### src/hdl/gbs_pkg.sv
`timescale 1ns / 1ps
// ----------------------------------------------------------------------------
// Greedy box suppression package
// Shared types and fixed constants for the suppression block and its
// overlap compare pipeline.
// ----------------------------------------------------------------------------
package gbs_pkg;

    // Field widths that the box format fixes.
    localparam int COORD_W = 16;
    localparam int AREA_W  = 32;
    localparam int THR_W   = 9;
    localparam int NUM_W   = 12;

    // Largest box number the output field can carry.
    localparam logic [NUM_W-1:0] NUM_MAX = 12'd4095;

    // Threshold after reset: 0.5 in Q1.8.
    localparam logic [THR_W-1:0] THR_RESET = 9'd128;

    // One box in unsigned Q12.4, packed as it sits in the store.
    typedef struct packed {
        logic [COORD_W-1:0] h;
        logic [COORD_W-1:0] w;
        logic [COORD_W-1:0] y;
        logic [COORD_W-1:0] x;
    } t_box;

    // Status from the compare pipeline to the sequencer.
    typedef struct packed {
        logic busy;
        logic valid;
        logic hit;
    } t_cmp;

    // Sequencer states.
    typedef enum logic [1:0] {
        ST_IDLE,
        ST_SCAN,
        ST_DRAIN,
        ST_FINISH
    } t_state;

endpackage

### src/hdl/gbs_iou.sv
`timescale 1ns / 1ps
// ----------------------------------------------------------------------------
// Overlap compare pipeline
// Compares the current box against one stored box per cycle and flags
// intersection * 256 > threshold * union, in four register stages.
// ----------------------------------------------------------------------------
module gbs_iou
    import gbs_pkg::*;
(
    input  logic              i_clk,
    input  logic              i_rst_n,
    input  logic              i_rd_valid,
    input  t_box              i_cand,
    input  logic [AREA_W-1:0] i_cand_area,
    input  t_box              i_kept,
    input  logic [AREA_W-1:0] i_kept_area,
    input  logic [THR_W-1:0]  i_thr,
    output t_cmp              o_res
);

    logic [COORD_W-1:0] left;
    logic [COORD_W-1:0] top;
    logic [COORD_W:0]   cand_right;
    logic [COORD_W:0]   kept_right;
    logic [COORD_W:0]   cand_bottom;
    logic [COORD_W:0]   kept_bottom;
    logic [COORD_W:0]   right;
    logic [COORD_W:0]   bottom;
    logic [COORD_W-1:0] n_iw;
    logic [COORD_W-1:0] n_ih;

    logic                r_v1, r_v2, r_v3, r_v4;
    logic [COORD_W-1:0]  r_iw;
    logic [COORD_W-1:0]  r_ih;
    logic [AREA_W:0]     r_sum1;
    logic [AREA_W-1:0]   r_inter2;
    logic [AREA_W:0]     r_sum2;
    logic [AREA_W-1:0]   r_inter3;
    logic [AREA_W:0]     r_union3;
    logic [AREA_W-1:0]   r_inter4;
    logic [AREA_W+THR_W:0] r_prod4;

    // Clipped overlap rectangle; the width can never exceed either box width.
    always_comb begin
        left        = (i_cand.x > i_kept.x) ? i_cand.x : i_kept.x;
        top         = (i_cand.y > i_kept.y) ? i_cand.y : i_kept.y;
        cand_right  = {1'b0, i_cand.x} + {1'b0, i_cand.w};
        kept_right  = {1'b0, i_kept.x} + {1'b0, i_kept.w};
        cand_bottom = {1'b0, i_cand.y} + {1'b0, i_cand.h};
        kept_bottom = {1'b0, i_kept.y} + {1'b0, i_kept.h};
        right       = (cand_right < kept_right) ? cand_right : kept_right;
        bottom      = (cand_bottom < kept_bottom) ? cand_bottom : kept_bottom;
        n_iw = '0;
        n_ih = '0;
        if ((right > {1'b0, left}) && (bottom > {1'b0, top})) begin
            n_iw = COORD_W'(right - {1'b0, left});
            n_ih = COORD_W'(bottom - {1'b0, top});
        end
    end

    // Valid chain follows the data through the four stages.
    always_ff @(posedge i_clk) begin
        if (!i_rst_n) begin
            r_v1 <= 1'b0;
            r_v2 <= 1'b0;
            r_v3 <= 1'b0;
            r_v4 <= 1'b0;
        end else begin
            r_v1 <= i_rd_valid;
            r_v2 <= r_v1;
            r_v3 <= r_v2;
            r_v4 <= r_v3;
        end
    end

    // Data stages: overlap size, intersection, union, threshold product.
    always_ff @(posedge i_clk) begin
        r_iw     <= n_iw;
        r_ih     <= n_ih;
        r_sum1   <= {1'b0, i_cand_area} + {1'b0, i_kept_area};
        r_inter2 <= AREA_W'(r_iw) * AREA_W'(r_ih);
        r_sum2   <= r_sum1;
        r_inter3 <= r_inter2;
        r_union3 <= r_sum2 - {1'b0, r_inter2};
        r_inter4 <= r_inter3;
        r_prod4  <= (AREA_W+THR_W+1)'(i_thr) * (AREA_W+THR_W+1)'(r_union3);
    end

    // Final compare is done on registered operands.
    always_comb begin
        o_res.busy  = r_v1 | r_v2 | r_v3 | r_v4;
        o_res.valid = r_v4;
        o_res.hit   = {2'b00, r_inter4, 8'd0} > r_prod4;
    end

endmodule

### config.mk
export PLATFORM = sky130hd
export DESIGN_NAME = gbs_iou
export DESIGN_NICKNAME = d
export VERILOG_FILES = /design/src/hdl/gbs_pkg.sv /design/src/hdl/gbs_iou.sv
export SDC_FILE = /design/constraint.sdc
export NUM_CORES = 2
export LEC_CHECK = 0
export ABC_CLOCK_PERIOD_IN_PS = 7700
export BUFFER_PORTS_ARGS = -buffer_cell sky130_fd_sc_hd__buf_2
export CAP_MARGIN = 20
export CORE_MARGIN = 3
export CORE_UTILIZATION = 45
export DETAILED_ROUTE_END_ITERATION = 10
export PLACE_DENSITY_LB_ADDON = 0.05
export REMOVE_ABC_BUFFERS = 1
export SYNTH_ARGS = -nofsm -noshare
export SYNTH_HDL_FRONTEND = slang
export SYNTH_SLANG_ARGS = --single-unit
### constraint.sdc
create_clock -name i_clk -period 7.7 [get_ports i_clk]
set_input_delay 1.925 -clock i_clk [delete_from_list [all_inputs] [get_ports i_clk]]
set_output_delay 1.925 -clock i_clk [all_outputs]
set_load 0.01 [all_outputs]
-- Word level (Yosys, flattened, before mapping)
Cells that the tools add are included.
- bits of input ports: 204
- memories kept: 0
- word-level logic and storage cells: 38
- memory bits (read-only): 0
- output and inout bits: 3
- bits in latches: 0
- flip-flop bits (word level): 273
- RAM bits: 0
- bitwise logic cells: 3
- shift operators: 0
- div/mod/pow operators: 0
- multiply operators: 2
- add/subtract/negate cells: 8
- magnitude comparators: 7
- reductions and logical operators: 1
- muxes and demuxes: 4
- equal/unequal tests: 0
- operator list (kind ; number):
    $add A16 B16 Y17 ; 4
    $gt A40 B42 Y1 ; 1
    $mul A9 B33 Y42 ; 1
    $gt A17 B16 Y1 ; 2
    $lt A17 B17 Y1 ; 2
    $mux W17 ; 2
    $add A32 B32 Y33 ; 1
    $sub A33 B32 Y33 ; 1
    $gt A16 B16 Y1 ; 2
    $mul A16 B16 Y32 ; 1
    $mux W16 ; 2
    $sub A16 B16 Y16 ; 2
    $or A1 B1 Y1 ; 3
    $logic_and A1 B1 Y1 ; 1

-- Logic depth before layout (Yosys ltp)
- depth in word-level cells: 5
- gate-level depth with buffers: 31

-- Worst setup path before layout
No wires, ideal clock.
- path type: input-to-reg
- from: input i_cand[16] (netlist name)
- to: register r_ih[0]
- stages: 31
- data required time: 7.563 ns
- buffers on the path: 2
- slack: -0.395 ns
- setup time: 0.137 ns
- arrival: 7.958 ns
- cell sequence: ha_1 fa_1 a21o_1 a21oi_1 nor2b_1 o31a_1 o21a_1 nand2_1 nand2_1 xor2_1 ha_1 and4_1 nand3_1 nor2_1 a2111oi_0 o311ai_1 a221oi_1 clkbuf_1 nand2_1 o21ai_1 ha_1 nor2b_1 nor2_1 o211ai_1 a311oi_1 o21ai_1 o21ai_1 or4b_1 o21ai_1 buf_2 a211oi_1
- cells in the longest elaborated chain, start to end: 5
- elaborated cells on any way between the ends: 8
- classes of those cells: add/sub: 2; order compare: 3; mux: 2; reduce/logical: 1
- RTL lines (item ; RTL line ; text):
    start, declared ; gbs_iou.sv:13 ; input t_box i_cand,
    $add A16 B16 Y17 ; gbs_iou.sv:49 ; cand_bottom = {1'b0, i_cand.y} + {1'b0, i_cand.h};
    $lt A17 B17 Y1 ; gbs_iou.sv:52 ; bottom = (cand_bottom < kept_bottom) ? cand_bottom : kept_bottom;
    $mux W17 ; gbs_iou.sv:52 ;
    $gt A17 B16 Y1 ; gbs_iou.sv:55 ; if ((right > {1'b0, left}) && (bottom > {1'b0, top})) begin
    $logic_and A1 B1 Y1 ; gbs_iou.sv:55 ;
    end signal, assigned ; gbs_iou.sv:79 ; r_ih <= n_ih;
    end, declared ; gbs_iou.sv:34 ; logic [COORD_W-1:0] r_ih;
Parallel ways exist; a longest one is shown, timed or not.
A chain may end at the register's enable or synchronous reset.

-- Worst setup path in the final report
- from: input i_cand[16] (netlist name)
- to: register r_ih[12]
The elaborated chain is that of the path after synthesis.

==> results.toml <==
[place]
dp_cells = 5089
dpl.hpwl_um = 71500
place_congestion = 0.879
portBuffers = 206

[routing]
route.detailed.drc = 0
drtIter0Drc = 1141
wl_per_cell_um = 16.7
postRouteAntennaNets = 0
viasPerCell = 5.17
drt-pass1-iter-count = 8
wirelength_um = 85900
vias = 26600

[synth]
ys_seq_area_frac = 0.162
ys_ff_latch = 273
syn_avg_cell_area_sq_um = 8.74
ys.flop_type = "dfxtp_1"
synth_edf_count = 0
ys_top_cells_by_area = "fa_1, dfxtp_1, ha_1"
yosys_warnings = 0
synth_top_area_share = 0.250
synth_area_sq_mm = 0.0337
synth_most_common_cell = "inv_1"
ys_types = 81
synth_common_cells = "inv_1, nand2_1, ha_1"
async_flop_share = 0
yosysTopAreaCell = "fa_1"
syn-instance-count = 3854

[global_routing]
grt_pass1_wl_um = 142000
antenna_found_initial = 0
gr-total-overflow = 0
grt_use_total = 0.222
grt_max_degree = 43
grt_pass1_vias = 27600

[floorplan]
core_sq_mm = 0.0736
rows = 99
num_io_pins = 207
die_area_sq_mm = 0.0782
die_h_um = 280
start_util = 0.458
fp.dieW_um = 280

[sta]
relSlewSlack = 0.323
fin_crit_ps = 7540
setup_viol = 0
slew_violations = 0
finalCritPeriodShare = 0.979
fin_skew_ps = 10.5
rsz0062_at_grt = "yes"
finalHoldViolCount = 0
hold_ws_ps = 320
worst_slew_pin_slew_ps = 1000
fmax_mhz = 133
tns_ps = 0

[outcome]
outcome = "finished, final reports clean"

[worst_setup_path]
max_stage_delay_ps = 510
crit_buf_inv = 5
path_class = "input port to flop"
crit_fanout = 8
startpoint_type = "input port"
path_delay_family = "compound AO/OA/AOI/OAI gates"
required_ps = 8120
slowest_stage = "or4b_4"
cp.arrival_ps = 7960
cp-end-kind = "flop"

[finish]
drive_gt1_frac = 0.124
finalNetCount = 5219
area_growth_pct = 13.9
fin_cells = 5151
final_core_util = 0.521
num_antenna_cells = 0

[clocking]
numCtsBuffers = 29
cts_tree = "built"
cts-root-buf = "clkbuf_16"
postCtsHoldBufs = 0
clock_sink_count = 273
clkSlewWorstSetupHoldPaths_ps = 60
h-tree-depth = 1
insertion_delay_ps = 560
clockBufferDepth = 3

[job]
cap_violations = 0

[worst_hold_path]
hold_class = "flop to flop"
[registers in the layout, indices dropped and copies added (netlist names), 16 cells and up]
register  count
r_prod4      42
r_sum1       33
r_sum2       33
r_union3     33
r_inter2     32
r_inter3     32
r_inter4     32
r_ih         16
r_iw         16
[per-layer routing]
| layer | global-route usage | vias up | share of wire |
|---|---|---|---|
| li1 | - | 13300 | - |
| met1 | 0.297 | 12800 | 0.45 |
| met2 | 0.386 | 463 | 0.48 |
| met3 | 0.0248 | 109 | 0.042 |
| met4 | 0.0506 | 0 | 0.023 |
| met5 | 0 | - | 0 |
[logic make-up (layout without fill, tap and decap cells)]
| family | Yosys count | in the layout | share of synthesized area |
|---|---|---|---|
| adder cells (fa/ha/maj) | 842 | 842 | 0.406 |
| AND/OR/NAND/NOR | 1105 | 1105 | 0.159 |
| AO/OA/AOI/OAI | 699 | 699 | 0.136 |
| XOR/XNOR | 183 | 183 | 0.0476 |
| flip-flops | 273 | 273 | 0.162 |
| multiplexers | 25 | 25 | 0.00750 |
| buffers and inverters | 727 | 1065 | 0.0813 |
[cell type report]
cell class / instances / area, sq um
clock buffer: 37 / 816
clock inverter: 13 / 211
fill: 7175 / 35200
inverter: 601 / 2260
multi-input combinational: 2854 / 25700
sequential: 273 / 5470
tap: 959 / 1200
timing repair buffer: 414 / 2700
[worst paths after layout]
kind	startpoint	end	slack, ps	depth (start not counted)
hold / removal	r_sum1[28]$_DFF_P_	r_sum2[28]$_DFF_P_	320	0
setup reg to reg	r_ih[1]$_SDFF_PN0_	r_inter2[30]$_DFF_P_	960	22
hold reg to reg	r_sum1[28]$_DFF_P_	r_sum2[28]$_DFF_P_	320	0
setup / recovery	i_cand[16]	r_ih[12]$_SDFF_PN0_	160	34
[placed cells by master (no fill, tap or decap), types with 118 or more instances in the layout]
master / Yosys / routed
inv_1: 601 / 601
ha_1: 422 / 418
nand2_1: 467 / 465
buf_4: 1 / 199
and2_1: 226 / 226
fa_1: 420 / 419
buf_2: 4 / 205
a21oi_1: 201 / 196
nor2_1: 121 / 118
xnor2_1: 128 / 128
dfxtp_1: 273 / 273
[per-stage QoR]
| step | cell area (sq um) | setup WS, ps |
|---|---|---|
| 2_1_floorplan | 33200 | -2380 |
| 3_3_place_gp | 37000 | -414 |
| 3_5_place_dp | 37000 | -515 |
| 4_1_cts | 38000 | 17.8 |
| 5_1_grt | 38400 | -86.6 |
| 6_report | 38400 | 159 |
[timing repair]
item                                    4_1_cts  5_1_grt
buffers inserted                              0        9
endpoints found under the setup margin        0       32
resized for setup                             0       46
Power is not shown: default switching activity piles up to over one toggle a cycle in this logic, so the estimate is an artifact.
